$ cat config.mk
export PLATFORM = sky130hd
export DESIGN_NAME = tcp_reset_probe_filter_unit
export DESIGN_NICKNAME = d
export VERILOG_FILES = /design/src/rtl/core/trpf_pkg.sv /design/src/rtl/core/trpf_front.sv /design/src/rtl/core/trpf_fifo.sv /design/src/rtl/core/trpf_judge.sv /design/src/rtl/core/tcp_reset_probe_filter_unit.sv
export VERILOG_INCLUDE_DIRS = /design/src /design/src/rtl/core
export SDC_FILE = /design/constraint.sdc
export NUM_CORES = 1
export LEC_CHECK = 0
export BUFFER_PORTS_ARGS = -buffer_cell sky130_fd_sc_hd__clkbuf_2
export CORE_AREA = 2 2 357 359
export CTS_BUF_LIST = sky130_fd_sc_hd__clkbuf_4
export DETAILED_ROUTE_END_ITERATION = 8
export DIE_AREA = 0 0 359 361
export PLACE_DENSITY = 0.56
export SKIP_LAST_GASP = 1
export SYNTH_ARGS = -nofsm -noshare
export SYNTH_HDL_FRONTEND = slang
export SYNTH_SLANG_ARGS = --single-unit
$ cat constraint.sdc
create_clock -name clk_i -period 11.85 [get_ports clk_i]
set_input_delay 1.185 -clock clk_i [delete_from_list [all_inputs] [get_ports clk_i]]
set_output_delay 1.185 -clock clk_i [all_outputs]
set_load 0.02 [all_outputs]
$ cat src/rtl/core/tcp_reset_probe_filter_unit_macros.svh
// Assertion macros for the filter RTL.
`ifndef TCP_RESET_PROBE_FILTER_UNIT_MACROS_SVH
`define TCP_RESET_PROBE_FILTER_UNIT_MACROS_SVH

// Same-cycle implication, checked out of reset.
`define TRPF_ASSERT(label, ante, cons, msg) \
  label: assert property (@(posedge clk_i) disable iff (!rst_ni) (ante) |-> (cons)) \
    else $error(msg);

// Next-cycle implication, checked out of reset.
`define TRPF_ASSERT_NEXT(label, ante, cons, msg) \
  label: assert property (@(posedge clk_i) disable iff (!rst_ni) (ante) |=> (cons)) \
    else $error(msg);

`endif

$ cat src/rtl/core/trpf_pkg.sv
// Types and constants of the TCP reset probe filter.
`timescale 1ns / 1ps

package trpf_pkg;

  localparam int POS_W        = 16;
  localparam int LEN_W        = POS_W + 1;
  localparam int HDR_BYTES_W  = 6;
  localparam int ADDR_W       = 32;
  localparam int CFG_DATA_W   = 32;
  localparam int MAX_RANGES   = 4;
  localparam int NUM_RANGES   = 4;
  localparam int CFG_INDEX_W  = $clog2(2 * MAX_RANGES);
  localparam int RANGE_IDX_W  = CFG_INDEX_W - 1;
  localparam int FIFO_DEPTH   = 2;
  localparam int FIFO_PTR_W   = $clog2(FIFO_DEPTH);
  localparam int FIFO_CNT_W   = $clog2(FIFO_DEPTH + 1);

  localparam logic [7:0]  ETH_HDR_LEN    = 8'd14;
  localparam logic [15:0] ETHERTYPE_IPV4 = 16'h0800;
  localparam logic [7:0]  PROTO_TCP      = 8'd6;
  localparam logic [HDR_BYTES_W-1:0] MIN_HDR_BYTES = 6'd20;
  localparam int TCP_RST_BIT = 2;

  // Fixed byte positions within the frame
  localparam logic [POS_W-1:0] POS_ETYPE_HI = 16'd12;
  localparam logic [POS_W-1:0] POS_ETYPE_LO = 16'd13;
  localparam logic [POS_W-1:0] POS_IP_VIHL  = 16'd14;
  localparam logic [POS_W-1:0] POS_TLEN_HI  = 16'd16;
  localparam logic [POS_W-1:0] POS_TLEN_LO  = 16'd17;
  localparam logic [POS_W-1:0] POS_PROTO    = 16'd23;
  localparam logic [POS_W-1:0] POS_DEST_0   = 16'd30;
  localparam logic [POS_W-1:0] POS_DEST_1   = 16'd31;
  localparam logic [POS_W-1:0] POS_DEST_2   = 16'd32;
  localparam logic [POS_W-1:0] POS_DEST_3   = 16'd33;
  localparam logic [POS_W-1:0] POS_MAX      = {POS_W{1'b1}};

  // Byte offsets within the TCP header
  localparam logic [POS_W-1:0] TCP_SEQ_FIRST = 16'd4;
  localparam logic [POS_W-1:0] TCP_SEQ_LAST  = 16'd7;
  localparam logic [POS_W-1:0] TCP_DOFF      = 16'd12;
  localparam logic [POS_W-1:0] TCP_FLAGS     = 16'd13;
  localparam logic [POS_W-1:0] TCP_WIN_HI    = 16'd14;
  localparam logic [POS_W-1:0] TCP_WIN_LO    = 16'd15;

  localparam logic [ADDR_W-1:0] RANGE_LO_RST [MAX_RANGES] = '{
    32'd167772160, 32'd2886729728, 32'd3232235520, 32'd2130706432
  };
  localparam logic [ADDR_W-1:0] RANGE_HI_RST [MAX_RANGES] = '{
    32'd184549375, 32'd2887778303, 32'd3232301055, 32'd2147483647
  };

  typedef enum logic [2:0] {
    VERDICT_PUBLIC   = 3'd0,
    VERDICT_SHORT    = 3'd1,
    VERDICT_NOT_IPV4 = 3'd2,
    VERDICT_NOT_TCP  = 3'd3,
    VERDICT_MISMATCH = 3'd4,
    VERDICT_RESERVED = 3'd5
  } verdict_e;

  // Header fields of one finished frame
  typedef struct packed {
    logic [LEN_W-1:0]       frame_len;
    logic [15:0]            ether_type;
    logic [HDR_BYTES_W-1:0] ip_hdr_bytes;
    logic [15:0]            ip_length;
    logic [7:0]             ip_proto;
    logic [ADDR_W-1:0]      dest;
    logic [HDR_BYTES_W-1:0] tcp_hdr_bytes;
    logic [31:0]            tcp_seq;
    logic [7:0]             tcp_flags;
    logic [15:0]            tcp_window;
  } hdr_rec_t;

endpackage

$ cat src/rtl/core/trpf_front.sv
// Byte-serial header parser: counts position and captures header fields.
`timescale 1ns / 1ps

module trpf_front (
  input  logic                 clk_i,
  input  logic                 rst_ni,
  input  logic                 in_valid_i,
  output logic                 in_ready_o,
  input  logic [7:0]           frame_byte_i,
  input  logic                 last_byte_i,
  input  logic                 queue_full_i,
  output logic                 push_o,
  output trpf_pkg::hdr_rec_t   push_rec_o
);
  import trpf_pkg::*;

  logic [POS_W-1:0]       pos_q, pos_d;
  logic [15:0]            etype_q, etype_d;
  logic [HDR_BYTES_W-1:0] ihl_q, ihl_d;
  logic [15:0]            tlen_q, tlen_d;
  logic [7:0]             proto_q, proto_d;
  logic [ADDR_W-1:0]      dest_q, dest_d;
  logic [HDR_BYTES_W-1:0] thl_q, thl_d;
  logic [31:0]            seq_q, seq_d;
  logic [7:0]             flags_q, flags_d;
  logic [15:0]            win_q, win_d;

  logic [POS_W-1:0] tcp_base;
  logic [POS_W-1:0] tcp_ofs;
  logic             in_tcp;
  logic             take;

  assign in_ready_o = !queue_full_i;
  assign take       = in_valid_i && in_ready_o;
  assign push_o     = take && last_byte_i;

  // Start of the TCP header, from the registered IHL
  assign tcp_base = POS_W'(ETH_HDR_LEN) + POS_W'(ihl_q);
  assign in_tcp   = (ihl_q >= MIN_HDR_BYTES) && (pos_q >= tcp_base);
  assign tcp_ofs  = pos_q - tcp_base;

  always_comb begin
    etype_d = etype_q;
    ihl_d   = ihl_q;
    tlen_d  = tlen_q;
    proto_d = proto_q;
    dest_d  = dest_q;
    thl_d   = thl_q;
    seq_d   = seq_q;
    flags_d = flags_q;
    win_d   = win_q;

    case (pos_q)
      POS_ETYPE_HI: etype_d = {frame_byte_i, etype_q[7:0]};
      POS_ETYPE_LO: etype_d = {etype_q[15:8], frame_byte_i};
      POS_IP_VIHL:  ihl_d   = {frame_byte_i[3:0], 2'b00};
      POS_TLEN_HI:  tlen_d  = {frame_byte_i, tlen_q[7:0]};
      POS_TLEN_LO:  tlen_d  = {tlen_q[15:8], frame_byte_i};
      POS_PROTO:    proto_d = frame_byte_i;
      POS_DEST_0, POS_DEST_1, POS_DEST_2, POS_DEST_3:
        dest_d = {dest_q[ADDR_W-9:0], frame_byte_i};
      default: ;
    endcase

    if (in_tcp) begin
      if (tcp_ofs >= TCP_SEQ_FIRST && tcp_ofs <= TCP_SEQ_LAST) begin
        seq_d = {seq_q[23:0], frame_byte_i};
      end else if (tcp_ofs == TCP_DOFF) begin
        thl_d = {frame_byte_i[7:4], 2'b00};
      end else if (tcp_ofs == TCP_FLAGS) begin
        flags_d = frame_byte_i;
      end else if (tcp_ofs == TCP_WIN_HI) begin
        win_d = {frame_byte_i, win_q[7:0]};
      end else if (tcp_ofs == TCP_WIN_LO) begin
        win_d = {win_q[15:8], frame_byte_i};
      end
    end

    pos_d = (pos_q == POS_MAX) ? pos_q : pos_q + POS_W'(1);
  end

  always_comb begin
    push_rec_o.frame_len     = LEN_W'(pos_q) + LEN_W'(1);
    push_rec_o.ether_type    = etype_d;
    push_rec_o.ip_hdr_bytes  = ihl_d;
    push_rec_o.ip_length     = tlen_d;
    push_rec_o.ip_proto      = proto_d;
    push_rec_o.dest          = dest_d;
    push_rec_o.tcp_hdr_bytes = thl_d;
    push_rec_o.tcp_seq       = seq_d;
    push_rec_o.tcp_flags     = flags_d;
    push_rec_o.tcp_window    = win_d;
  end

  always_ff @(posedge clk_i or negedge rst_ni) begin
    if (!rst_ni) begin
      pos_q   <= '0;
      etype_q <= '0;
      ihl_q   <= '0;
      tlen_q  <= '0;
      proto_q <= '0;
      dest_q  <= '0;
      thl_q   <= '0;
      seq_q   <= '0;
      flags_q <= '0;
      win_q   <= '0;
    end else if (take) begin
      if (last_byte_i) begin
        pos_q   <= '0;
        etype_q <= '0;
        ihl_q   <= '0;
        tlen_q  <= '0;
        proto_q <= '0;
        dest_q  <= '0;
        thl_q   <= '0;
        seq_q   <= '0;
        flags_q <= '0;
        win_q   <= '0;
      end else begin
        pos_q   <= pos_d;
        etype_q <= etype_d;
        ihl_q   <= ihl_d;
        tlen_q  <= tlen_d;
        proto_q <= proto_d;
        dest_q  <= dest_d;
        thl_q   <= thl_d;
        seq_q   <= seq_d;
        flags_q <= flags_d;
        win_q   <= win_d;
      end
    end
  end

endmodule

$ cat src/rtl/core/trpf_fifo.sv
// Two-entry queue of frame header records between parser and judge.
`timescale 1ns / 1ps

module trpf_fifo (
  input  logic               clk_i,
  input  logic               rst_ni,
  input  logic               push_i,
  input  trpf_pkg::hdr_rec_t push_rec_i,
  output logic               full_o,
  input  logic               pop_i,
  output logic               empty_o,
  output trpf_pkg::hdr_rec_t pop_rec_o
);
  import trpf_pkg::*;

  hdr_rec_t              entry_q [FIFO_DEPTH];
  logic [FIFO_PTR_W-1:0] wptr_q, rptr_q;
  logic [FIFO_CNT_W-1:0] count_q;

  assign full_o    = (count_q == FIFO_CNT_W'(FIFO_DEPTH));
  assign empty_o   = (count_q == '0);
  assign pop_rec_o = entry_q[rptr_q];

  always_ff @(posedge clk_i) begin
    if (push_i) begin
      entry_q[wptr_q] <= push_rec_i;
    end
  end

  always_ff @(posedge clk_i or negedge rst_ni) begin
    if (!rst_ni) begin
      wptr_q  <= '0;
      rptr_q  <= '0;
      count_q <= '0;
    end else begin
      if (push_i) begin
        wptr_q <= wptr_q + FIFO_PTR_W'(1);
      end
      if (pop_i) begin
        rptr_q <= rptr_q + FIFO_PTR_W'(1);
      end
      if (push_i && !pop_i) begin
        count_q <= count_q + FIFO_CNT_W'(1);
      end else if (pop_i && !push_i) begin
        count_q <= count_q - FIFO_CNT_W'(1);
      end
    end
  end

endmodule

$ cat src/rtl/core/trpf_judge.sv
// Verdict unit: range registers, header checks and the result register.
`timescale 1ns / 1ps

module trpf_judge (
  input  logic                                  clk_i,
  input  logic                                  rst_ni,
  input  logic                                  cfg_we_i,
  input  logic [trpf_pkg::CFG_INDEX_W-1:0]      cfg_index_i,
  input  logic [trpf_pkg::CFG_DATA_W-1:0]       cfg_data_i,
  input  logic                                  queue_empty_i,
  input  trpf_pkg::hdr_rec_t                    rec_i,
  output logic                                  pop_o,
  output logic                                  out_valid_o,
  input  logic                                  out_ready_i,
  output logic [2:0]                            verdict_o,
  output logic [trpf_pkg::ADDR_W-1:0]           dest_address_o
);
  import trpf_pkg::*;

  logic [ADDR_W-1:0] range_lo_q [MAX_RANGES];
  logic [ADDR_W-1:0] range_hi_q [MAX_RANGES];
  logic [RANGE_IDX_W-1:0] cfg_range;

  logic              out_valid_q;
  verdict_e          verdict_q, verdict_d;
  logic [ADDR_W-1:0] dest_q;

  logic [7:0]  ip_end;
  logic [7:0]  tcp_end;
  logic [15:0] payload;
  logic        crit_ok;
  logic        reserved;

  assign cfg_range = cfg_index_i[CFG_INDEX_W-1:1];

  always_ff @(posedge clk_i or negedge rst_ni) begin
    if (!rst_ni) begin
      range_lo_q <= RANGE_LO_RST;
      range_hi_q <= RANGE_HI_RST;
    end else if (cfg_we_i) begin
      if (cfg_index_i[0]) begin
        range_hi_q[cfg_range] <= cfg_data_i[ADDR_W-1:0];
      end else begin
        range_lo_q[cfg_range] <= cfg_data_i[ADDR_W-1:0];
      end
    end
  end

  always_comb begin
    reserved = 1'b0;
    for (int i = 0; i < NUM_RANGES; i++) begin
      if (rec_i.dest >= range_lo_q[i] && rec_i.dest <= range_hi_q[i]) begin
        reserved = 1'b1;
      end
    end
  end

  assign ip_end  = ETH_HDR_LEN + 8'(rec_i.ip_hdr_bytes);
  assign tcp_end = ip_end + 8'(rec_i.tcp_hdr_bytes);
  assign payload = rec_i.ip_length - 16'(rec_i.ip_hdr_bytes)
                 - 16'(rec_i.tcp_hdr_bytes);
  assign crit_ok = rec_i.tcp_flags[TCP_RST_BIT] && (rec_i.tcp_seq == 32'd1)
                && (rec_i.tcp_window == 16'd0) && (payload == 16'd0);

  always_comb begin
    if (rec_i.frame_len < LEN_W'(ETH_HDR_LEN)) begin
      verdict_d = VERDICT_SHORT;
    end else if (rec_i.ether_type != ETHERTYPE_IPV4) begin
      verdict_d = VERDICT_NOT_IPV4;
    end else if (rec_i.ip_hdr_bytes < MIN_HDR_BYTES
                 || rec_i.frame_len < LEN_W'(ip_end)) begin
      verdict_d = VERDICT_SHORT;
    end else if (rec_i.ip_proto != PROTO_TCP) begin
      verdict_d = VERDICT_NOT_TCP;
    end else if (rec_i.tcp_hdr_bytes < MIN_HDR_BYTES
                 || rec_i.frame_len < LEN_W'(tcp_end)) begin
      verdict_d = VERDICT_SHORT;
    end else if (!crit_ok) begin
      verdict_d = VERDICT_MISMATCH;
    end else if (reserved) begin
      verdict_d = VERDICT_RESERVED;
    end else begin
      verdict_d = VERDICT_PUBLIC;
    end
  end

  assign pop_o = !queue_empty_i && (!out_valid_q || out_ready_i);

  always_ff @(posedge clk_i) begin
    if (pop_o) begin
      verdict_q <= verdict_d;
      dest_q    <= rec_i.dest;
    end
  end

  always_ff @(posedge clk_i or negedge rst_ni) begin
    if (!rst_ni) begin
      out_valid_q <= 1'b0;
    end else if (pop_o) begin
      out_valid_q <= 1'b1;
    end else if (out_ready_i) begin
      out_valid_q <= 1'b0;
    end
  end

  assign out_valid_o    = out_valid_q;
  assign verdict_o      = verdict_q;
  assign dest_address_o = dest_q;

endmodule

$ cat src/rtl/core/tcp_reset_probe_filter_unit.sv
// Top level of the TCP reset probe filter.
`timescale 1ns / 1ps
`include "tcp_reset_probe_filter_unit_macros.svh"

// Takes an Ethernet frame one byte per transfer (last_byte_i marks the end)
// and gives one result per frame: a verdict and the captured IPv4 destination.
// Verdict codes: 0 matching RST probe to a public address, 1 too short,
// 2 not IPv4, 3 not TCP, 4 criteria mismatch, 5 matching probe to a reserved
// destination. A probe matches when RST is set, sequence is 1, window is 0 and
// the payload (total length minus both header lengths, 16-bit wrap) is 0.
// Rate: one byte per clock while the queue has room, frames back to back. The
// parser front end captures fields at fixed and IHL-relative positions; on the
// last byte it writes a header record into a two-entry queue. The judge back
// end takes one record per clock unless its result waits on a stalled output,
// runs the checks and the range compares and registers the result; a frame's
// record passes the queue, then the result register, before out_valid_o rises.
// Input stalls only while both queue entries are held behind a stalled output.
// Reserved ranges are written through cfg_*: index 2n is the start of range n,
// 2n+1 its end, both inclusive; reset loads 10/8, 172.16/12, 192.168/16 and
// 127/8. Write them only while the block is idle.

module tcp_reset_probe_filter_unit (
  input  logic                              clk_i,
  input  logic                              rst_ni,
  // byte input
  input  logic                              in_valid_i,
  output logic                              in_ready_o,
  input  logic [7:0]                        frame_byte_i,
  input  logic                              last_byte_i,
  // verdict output
  output logic                              out_valid_o,
  input  logic                              out_ready_i,
  output logic [2:0]                        verdict_o,
  output logic [trpf_pkg::ADDR_W-1:0]       dest_address_o,
  // range configuration
  input  logic                              cfg_we_i,
  input  logic [trpf_pkg::CFG_INDEX_W-1:0]  cfg_index_i,
  input  logic [trpf_pkg::CFG_DATA_W-1:0]   cfg_data_i
);
  import trpf_pkg::*;

  hdr_rec_t push_rec;
  hdr_rec_t head_rec;
  logic     hdr_push;
  logic     hdr_pop;
  logic     fifo_full;
  logic     fifo_empty;

  // Front end: position counter and field capture
  trpf_front u_front (
    .clk_i        (clk_i),
    .rst_ni       (rst_ni),
    .in_valid_i   (in_valid_i),
    .in_ready_o   (in_ready_o),
    .frame_byte_i (frame_byte_i),
    .last_byte_i  (last_byte_i),
    .queue_full_i (fifo_full),
    .push_o       (hdr_push),
    .push_rec_o   (push_rec)
  );

  // Decouples parsing from judging and output backpressure
  trpf_fifo u_fifo (
    .clk_i      (clk_i),
    .rst_ni     (rst_ni),
    .push_i     (hdr_push),
    .push_rec_i (push_rec),
    .full_o     (fifo_full),
    .pop_i      (hdr_pop),
    .empty_o    (fifo_empty),
    .pop_rec_o  (head_rec)
  );

  // Back end: checks, range lookup, result register
  trpf_judge u_judge (
    .clk_i          (clk_i),
    .rst_ni         (rst_ni),
    .cfg_we_i       (cfg_we_i),
    .cfg_index_i    (cfg_index_i),
    .cfg_data_i     (cfg_data_i),
    .queue_empty_i  (fifo_empty),
    .rec_i          (head_rec),
    .pop_o          (hdr_pop),
    .out_valid_o    (out_valid_o),
    .out_ready_i    (out_ready_i),
    .verdict_o      (verdict_o),
    .dest_address_o (dest_address_o)
  );

  // A new result only ever comes from a record taken off the queue
  `TRPF_ASSERT(a_result_from_pop, $rose(out_valid_o), $past(hdr_pop), "result without a queue pop")

  // With nothing ahead, a frame's result is up after the queue and result register
  `TRPF_ASSERT_NEXT(a_result_latency, in_valid_i && in_ready_o && last_byte_i && fifo_empty && !out_valid_o, ##1 out_valid_o, "result latency exceeded")

  // Queue never reports a record while also empty-flagged and full-flagged
  `TRPF_ASSERT(a_queue_flags, fifo_full, !fifo_empty, "queue full and empty at once")

endmodule

Word level (Yosys, flattened, before mapping)
Memories as Yosys holds them, arrays and structs flattened.
Index checks and enable logic that the tools add are counted.
Widths: inputs -> output; s select.
{ "classes": {"addsub": 12, "magnitude_cmp": 19, "n_eq_ne": 20, "n_mux": 51, "n_bitwise": 2, "reduce_logical": 33} }
{ "ops": {"columns": ["op", "count"], "rows": [
  ["$bwmux 128", 2],
  ["$mux 32", 6],
  ["$mux 16", 10],
  ["$ge 32x32->1", 4],
  ["$le 32x32->1", 4],
  ["$eq 16x4->1 const B", 7],
  ["$eq 16x5->1 const B", 5],
  ["$demux 32 s2", 1],
  ["$mux 8", 8],
  ["$pmux 16 s2", 2],
  ["$mux 6", 6],
  ["$lt 17x8->1", 2],
  ["$eq 16x6->1 const B", 2],
  ["$eq 32x1->1 const B", 1],
  ["$logic_not 16->1", 2],
  ["$sub 16x6->16", 2],
  ["$add 16x1->17 const B", 1],
  ["$lt 17x4->1 const B", 1],
  ["$add 16x1->16 const B", 1],
  ["$eq 16x16->1 const B", 1],
  ["$ge 16x16->1", 1],
  ["$ge 16x3->1 const B", 1],
  ["$le 16x3->1 const B", 1],
  ["$ne 16x12->1 const B", 1],
  ["26 further kinds", 65]
]} }
{ "totals": {"register_bits": 452, "mem_bits_rw": 314, "input_bits": 49, "elab_cells": 163, "mem_count": 1} }
{ "memory_table": {"columns": ["memory", "words", "width", "rd", "rd_ports_with_merged_regs", "write_ports", "line_no", "source"], "rows": [
  ["u_fifo.entry_q", 2, 157, 1, 0, 1, "trpf_fifo.sv:16", "hdr_rec_t entry_q [FIFO_DEPTH];"]
]} }

Longest topological paths before layout
Gate-level depths: netlist (run 1).
An unclocked memory read counts as a cell.
{ "logic_depth": {"ltp_word": 13, "depth_mapped": 20} }

Modules after synthesis
Synthesis (run 1) repeated with hierarchy kept, for this count alone.
{ "hier_totals": {"cells_unflattened": 3343, "area_unflattened_um2": 39824.4} }
{ "by_module_without_submodules": {"columns": ["mod", "n_inst", "cells_each", "area_each_um2", "seq_area_each_um2"], "rows": [
  ["trpf_judge", 1, 1817, 18258.8, 7634.8],
  ["trpf_fifo", 1, 505, 11950.2, 9529.1],
  ["trpf_front", 1, 1021, 9615.5, 3903.7]
]} }

Least setup slack after synthesis (run 1)
Ideal clock, no wire load.
{ "synth_path": {"path_kind": "input-to-reg", "startpoint": "input last_byte_i", "endpoint": "memory u_fifo.entry_q[0][0] (netlist name) (enable)", "setup_ps": 662, "t_arrival_ps": 8327, "setup_slack_ps": 2861, "cell_stages": 5, "cell_sequence": "clkbuf_1 clkbuf_1 clkbuf_1 nand2_1 nor2_1"} }
{ "synth_via": {"elab_chain_cells": 3} }
{ "synth_rtl": {"columns": ["item", "line_no", "source"], "rows": [
  ["start, declared", "tcp_reset_probe_filter_unit.sv:29", "input logic last_byte_i,"],
  ["$logic_and 1x1->1", "trpf_front.sv:35", "assign push_o = take && last_byte_i;"],
  ["$mux 1", "trpf_fifo.sv:25", "if (push_i) begin"],
  ["$mux 1 (implied by the code)", "trpf_fifo.sv:26", "entry_q[wptr_q] <= push_rec_i;"],
  ["end, declared", "trpf_fifo.sv:16", null]
]} }
No other way between the ends.

==> results of run 1 <==
## layout make-up
type / instances / share of cell area (%)
Inverter: 348 / 3.08
Sequential cell: 745 / 48.2
Timing Repair Buffer: 122 / 1.71
Antenna cell: 5 / 0.0295
Multi-Input combinational cell: 1955 / 35.7
Clock inverter: 78 / 1.08
Clock buffer: 303 / 5.36
Tap cell: 1650 / 4.86
## metrics by stage
step	hold slack (ps)	util (%)	setup WS (ps)	std cells
5_1_grt	283	33.9	6310	5206
2_1_floorplan	461	-	2860	3188
6_report	351	33.9	6430	5206
4_1_cts	190	33.9	6490	5201
3_3_place_gp	483	31.7	6640	4819
3_5_place_dp	487	31.7	6550	4819
## Yosys cell counts, drive strengths merged, types with 5 or more instances
cell type  instances  share of area, %
a211o              6              0.14
a211oi            20              0.40
a21boi             6              0.12
a21o              29              0.58
a21oi             94               1.3
a221oi             5              0.12
a22o             110               2.6
a22oi              6              0.12
and2              16              0.27
and3              33              0.55
and4              14              0.33
buf               20              0.31
clkbuf           120               1.2
dfrtp            288                19
dfstp            122               8.6
edfxtp           335                27
fa                 8              0.43
ha               297               9.9
inv              348               3.5
mux2             247               7.6
mux2i             16              0.43
nand2            237               2.4
nand2b            12              0.20
nand3             90               1.2
nand3b             8              0.19
nand4             44              0.74
nor2              72              0.72
nor2b             21              0.35
nor3              44              0.62
nor3b              5              0.10
nor4              41              0.76
nor4b             10              0.23
o211ai            18              0.36
o21a              12              0.24
o21ai            280               3.7
o22ai              5             0.084
o311ai            51               1.2
o31ai              7              0.14
or4                6              0.12
xnor2             16              0.37
xor2              16              0.37
## cells by family after synthesis
kind of cell,Yosys count
AO/OA/AOI/OAI,685
flip-flops,745
AND/OR/NAND/NOR,670
buffers and inverters,488
multiplexers,263
adder cells (fa/ha/maj),305
XOR/XNOR,32
## layer usage
metal	vias to the layer above	track usage (%)	wire, um	share of wire [%]
li1	12148	-	-	-
met1	12762	21.7	48600	48
met2	650	24.3	46100	45
met3	137	3.22	5040	4.9
met4	0	5.18	2140	2.1
met5	-	0	0	0
## flip-flops by register name (all words and copies together), names as in the netlist
| register | cells |
|---|---|
| u_fifo.entry_q | 300 |
| u_judge.dest_address_o | 32 |
| u_front.pos_q | 16 |
| u_front.thl_q | 6 |
| u_front.etype_q | 16 |
| u_fifo.rptr_q | 1 |
| u_fifo.wptr_q | 1 |
| u_judge.range_hi_q | 128 |
| u_judge.out_valid_o | 1 |
| u_judge.range_lo_q | 128 |
| u_front.proto_q | 8 |
| u_front.win_q | 16 |
| u_front.dest_q | 32 |
| u_front.ihl_q | 6 |
| u_front.flags_q | 1 |
| u_front.tlen_q | 16 |
| u_fifo.count_q | 2 |
| u_judge.verdict_o | 3 |
| u_front.seq_q | 32 |
## layout by cell type (no fill, tap or decap), types with 18 or more instances in the layout
cell,netlist,layout
inv_1,348,347
edfxtp_1,335,335
clkbuf_4,0,303
ha_1,297,297
dfrtp_1,288,287
o21ai_0,276,276
nand2_1,237,236
mux2_2,231,231
dfstp_2,122,122
a22o_1,110,110
a21oi_1,92,92
nand3_1,89,89
clkbuf_2,1,84
nor2_1,72,69
o311ai_0,50,50
clkinv_1,0,49
nand4_1,44,44
nor3_1,42,39
nor4_1,38,38
buf_4,2,35
and3_1,33,32
a21o_1,29,29
nor2b_1,21,21
a211oi_1,20,19
o211ai_1,18,18
## power groups by stage
stage	Sequential, mW	Clock (mW)	Combinational (mW)
floorplan	3.63	0	2.06
global placement	3.66	0	2.95
detailed placement	3.67	0	3.01
CTS	3.62	2.48	3.03
global route	3.67	2.62	3.40
finish	3.62	2.39	3.00
## path summary, 6_finish.rpt
path	start	end	slack (ps)	cells after the start
hold reg to reg	u_front.proto_q[2]	u_front.proto_q[2]	500	1
min in group asynchronous	rst_ni	u_judge.range_lo_q[37]	690	2
max in group asynchronous	rst_ni	u_judge.out_valid_o	8990	4
hold / removal	out_ready_i	u_judge.out_valid_o	350	3
setup / recovery	u_fifo.rptr_q	u_judge.verdict_o[2]	6430	11
setup reg to reg	u_fifo.rptr_q	u_judge.verdict_o[2]	6430	11
## repair_timing
action / 4_1_cts / 5_1_grt
hold buffers: 1 / 0
hold endpoints to repair: 1 / 0
buffers inserted: 0 / 0
## worst reg2reg max path, stage by stage, from the launching register on
cell and delay (ps):
dfrtp_4 830, buf_4 640, mux2_2 600, ha_1 370
nand4_1 210, or4_1 600, a21oi_1 340, nor4_1 160
o22ai_1 160, a22oi_1 100, nor4_1 820, a2111oi_0 220
==> run summary, run 1 <==
status -> finished clean
Final nets -> 3727
antenna violations before repair -> 2
Post-synth ARST share -> 55.0%
Least-Margin Pin Slew -> 1170 ps
crit-path cells -> buf_4 -> mux2_2 -> ha_1 -> nand4_1 -> or4_1 -> a21oi_1 -> nor4_1 -> o22ai_1 -> a22oi_1 -> nor4_1 -> a2111oi_0
register share of total power -> 40.1%
most used flip-flop cell after synthesis -> edfxtp_1
H-tree levels -> 4
synth warn -> 0
gp weighted congestion -> 0.847
leakage power -> 17.7 nW
CP max FO -> 41
Hold WC Path Type -> input pin to flop
Crit-path slowest cell -> dfrtp_4
period utilisation layout -> 45.7%
grt ovf -> 0
fraction of the mapped netlist area in adder cells -> 10.4%
Reg area -> 0.0205 sq mm
FMAX -> 0.185 GHz
Slew Viols, Final -> 0
Vias -> 25697
Area Overhead vs Synth -> 13.5%
number of I/O pins -> 86
Critical path buffers and inverters -> 1
RSZ-0062 raised after global routing -> no
critical path class -> flop to flop
Max-Cap Viols -> 0
Seq/Total Area, Yosys -> 54.7%
Worst Setup End Kind -> flop
Mean Syn Cell Area -> 11.7 sq um
post-synthesis mux area share -> 8.02%
Post-Syn Instances -> 3188
relative slew slack -> 21.9%
clk buf depth -> 3
Tot Pwr -> 9.02 mW
Synth Area in Compound Gates -> 12.0%
Yosys cell types -> 87
Final Skew -> 116 ps
Worst EP required -> 12590 ps
WL per Instance -> 19.6 um
CTS tree -> yes
Die Width -> 359 um
most frequent CP cell -> nor4_1
# DRC -> 0
clock network power share -> 26.6%
setup violators final -> 0
XOR/XNOR Fraction of Synth Area -> 0.749%
CTS sink cnt -> 745
FILL cells -> 12561
worst skew pair latency -> 1160 ps
detailed-route wire length -> 102 mm
number of port buffers -> 85
finished layout cell area -> 0.0425 sq mm
die height -> 361 um
antenna viol nets, final -> 0
Sw Ratio -> 36.2%
Int Power -> 5.75 mW
area of the multi-input gates -> 0.0151 sq mm
Total Neg Setup Slack -> 0 ps
largest net degree at the start of global routing -> 160
kind of start point of the critical path -> flop
Worst path max stage delay -> 830 ps
layout cells sized above 1 -> 24.0%
Clock Pin Slew Worst Setup and Hold Paths -> 60 ps
synthesized area -> 0.0374 sq mm
CTS buffer count -> 201
largest family of logic cells by synthesized area -> compound AO/OA/AOI/OAI gates
Simple-Gate Fraction of Synth Area -> 9.19%
CTS root buf -> clkbuf_4
via density per instance -> 4.94
Psw -> 3.26 mW
global-route wire length before repair -> 157 mm
Pwr Density -> 212 mW/mm^2
Seq cells post-synth -> 745
arrival time worst endpoint -> 6160 ps
All-Layer GR Usage -> 15.7%
Initial Util -> 29.8%
final hold vios -> 0
final period demand of the worst path -> 5420 ps
Rows -> 130
syn nets -> 3542
Cell Area, Placed -> 0.0397 sq mm
First DRT Iteration DRCs -> 1790
HPWL after detailed placement -> 66.4 mm
Logic pwr share -> 33.3%
post-cts sizing count -> 0
First-pass DRT Iterations -> 5
die area -> 0.130 sq mm
CP top delay family -> simple AND/OR/NAND/NOR gates
core area -> 0.125 sq mm
number of synthesized flops with an enable pin -> 335
vias in the first global route -> 25899
VDD IR max -> 0.000101 V
No activity file was read; power rests on OpenSTA's default activity.
==> run 2: changes to the inputs <==
--- a/config.mk
+++ b/config.mk
@@ -11,7 +11,7 @@
 export CTS_BUF_LIST = sky130_fd_sc_hd__clkbuf_4
 export DETAILED_ROUTE_END_ITERATION = 8
 export DIE_AREA = 0 0 359 361
-export PLACE_DENSITY = 0.56
+export PLACE_DENSITY = 0.57
 export SKIP_LAST_GASP = 1
 export SYNTH_ARGS = -nofsm -noshare
 export SYNTH_HDL_FRONTEND = slang
==> constraint.sdc (replaced) <==
create_clock -name clk_i -period 4.96 [get_ports clk_i]
set_input_delay 0.496 -clock clk_i [delete_from_list [all_inputs] [get_ports clk_i]]
set_output_delay 0.496 -clock clk_i [all_outputs]
set_load 0.02 [all_outputs]
==> run summary, run 2 (same netlist as run 1, synthesis figures left out) <==
detailed-route wire length -> 98.1 mm
arrival time worst endpoint -> 5200 ps
die height -> 361 um
worst skew pair latency -> 1100 ps
largest net degree at the start of global routing -> 151
final period demand of the worst path -> 4400 ps
vias in the first global route -> 26233
gp weighted congestion -> 0.811
Total Neg Setup Slack -> 0 ps
Max-Cap Viols -> 0
Worst EP required -> 5760 ps
Post-CTS Setup Inserts -> 0
FMAX -> 0.227 GHz
CP max FO -> 33
antenna violations before repair -> 4
Rows -> 130
Vias -> 25574
All-Layer GR Usage -> 15.1%
Hold WC Path Type -> input pin to flop
number of I/O pins -> 86
CTS buffer count -> 197
CTS tree -> yes
Top Registers -> u_fifo.entry_q x300, u_judge.range_hi_q x128, u_judge.range_lo_q x128
Setup Slack @ Placement -> 541 ps
global-route wire length before repair -> 154 mm
kind of start point of the critical path -> flop
WL per Instance -> 18.7 um
Clock Pin Slew Worst Setup and Hold Paths -> 60 ps
setup violators final -> 0
critical path class -> flop to flop
RSZ-0062 raised after global routing -> no
Worst Setup End Kind -> flop
core area -> 0.125 sq mm
status -> finished clean
First DRT Iteration DRCs -> 1562
grt ovf -> 0
CTS sink cnt -> 745
# DRC -> 0
relative slew slack -> 22.6%
Slew Viols, Final -> 0
First-pass DRT Iterations -> 5
commonest non-fill, non-tap cell in the layout -> inv_1
number of port buffers -> 85
period utilisation layout -> 88.7%
Hold WS -> 135 ps
Die Width -> 359 um
VDD IR max -> 0.000231 V
Final WS setup -> 561 ps
final hold vios -> 0
CTS root buf -> clkbuf_4
layout cells sized above 1 -> 24.2%
antenna viol nets, final -> 0
clk buf depth -> 3
Final nets -> 3770
via density per instance -> 4.87
Initial Util -> 29.8%
Pwr Density -> 502 mW/mm^2
number of flip-flops in the largest register -> 300
leakage power -> 18.0 nW
Final Skew -> 75.0 ps
Area Overhead vs Synth -> 14.9%
most flop-heavy register -> u_fifo.entry_q
H-tree levels -> 4
most frequent cells in the layout -> inv_1, edfxtp_1, clkbuf_4
HPWL after detailed placement -> 63.7 mm
Least-Margin Pin Slew -> 1160 ps
die area -> 0.130 sq mm
==> run 2: cell types whose count changed in the layout (fill, tap and decap cells not counted), sizes merged <==
| cell | before | now |
|---|---|---|
| buf | 37 | 48 |
| diode | 5 | 7 |
| clkbuf | 387 | 400 |
| inv | 357 | 356 |
| dlygate4sd3 | 1 | 37 |
| clkinv | 65 | 43 |
| clkinvlp | 1 | 3 |
| bufinv | 3 | 4 |
==> run 2: per-layer routing <==
metal  vias to the layer above  part of all wire (%)  track usage [%]
li1                      12235                     -                -
met1                     12611                    47             20.7
met2                       598                    46             24.1
met3                       130                   4.7             3.11
met4                         0                   1.8             4.60
met5                         -                     0                0
==> run 2: layout make-up <==
class	instances	area (sq um)
fillers	12515	82400
flip-flops and latches	745	20500
multi-input cells	1955	15100
clock buffers	316	2370
well taps	1650	2060
inverters	348	1310
repair buffers	169	1230
clock inverters	58	390
diodes	7	17.5
==> run 2: path summary, 6_finish.rpt <==
path,from,endpoint,slack [ps],cells after the start
min reg2reg,u_front.proto_q[0],u_front.proto_q[0],500,1
min in group asynchronous,rst_ni,u_judge.range_lo_q[4],580,3
min,frame_byte_i[7],u_fifo.entry_q[1][31],140,3
max reg2reg,u_fifo.rptr_q,u_judge.verdict_o[2],560,14
max in group asynchronous,rst_ni,u_judge.range_lo_q[39],3210,4
max,u_fifo.rptr_q,u_judge.verdict_o[2],560,14
==> run 2: worst max-delay path: stages (launching register included) <==
cell and delay, ps:
dfrtp_4 790, buf_4 380, mux2i_1 510, ha_1 350, inv_1 60, ha_1 250, a21o_1 200, a21oi_1 240
xnor2_1 160, ha_1 270, a21o_1 190, a211oi_1 220, a21oi_1 100, o211ai_1 300, a2111oi_0 100
==> run 2: stage by stage <==
step	cell area [sq um]	cells	total power, mW	util (%)
floorplan	37400	3188	13.6	-
CTS	43000	5241	21.9	34.3
finish	43000	5248	21.6	34.3
global route	43000	5246	23.3	34.3
detailed placement	39900	4830	16.0	31.8
global placement	39900	4830	15.8	31.8
==> run 2: power by group <==
group | switching (mW) | leakage [nW] | total, mW | internal (mW)
sequential | 0.605 | 7.98 | 8.62 | 8.02
combinational | 4.40 | 8.35 | 7.22 | 2.82
clock | 2.64 | 1.63 | 5.76 | 3.12
total | 7.65 | 18.0 | 21.6 | 14.0
==> run 2: repair_timing <==
item | in CTS | in global routing
hold buffers | 37 | 0
endpoints found under the setup margin | 0 | 0
endpoints found under the hold margin | 363 | 0
gates resized for setup | 0 | 0
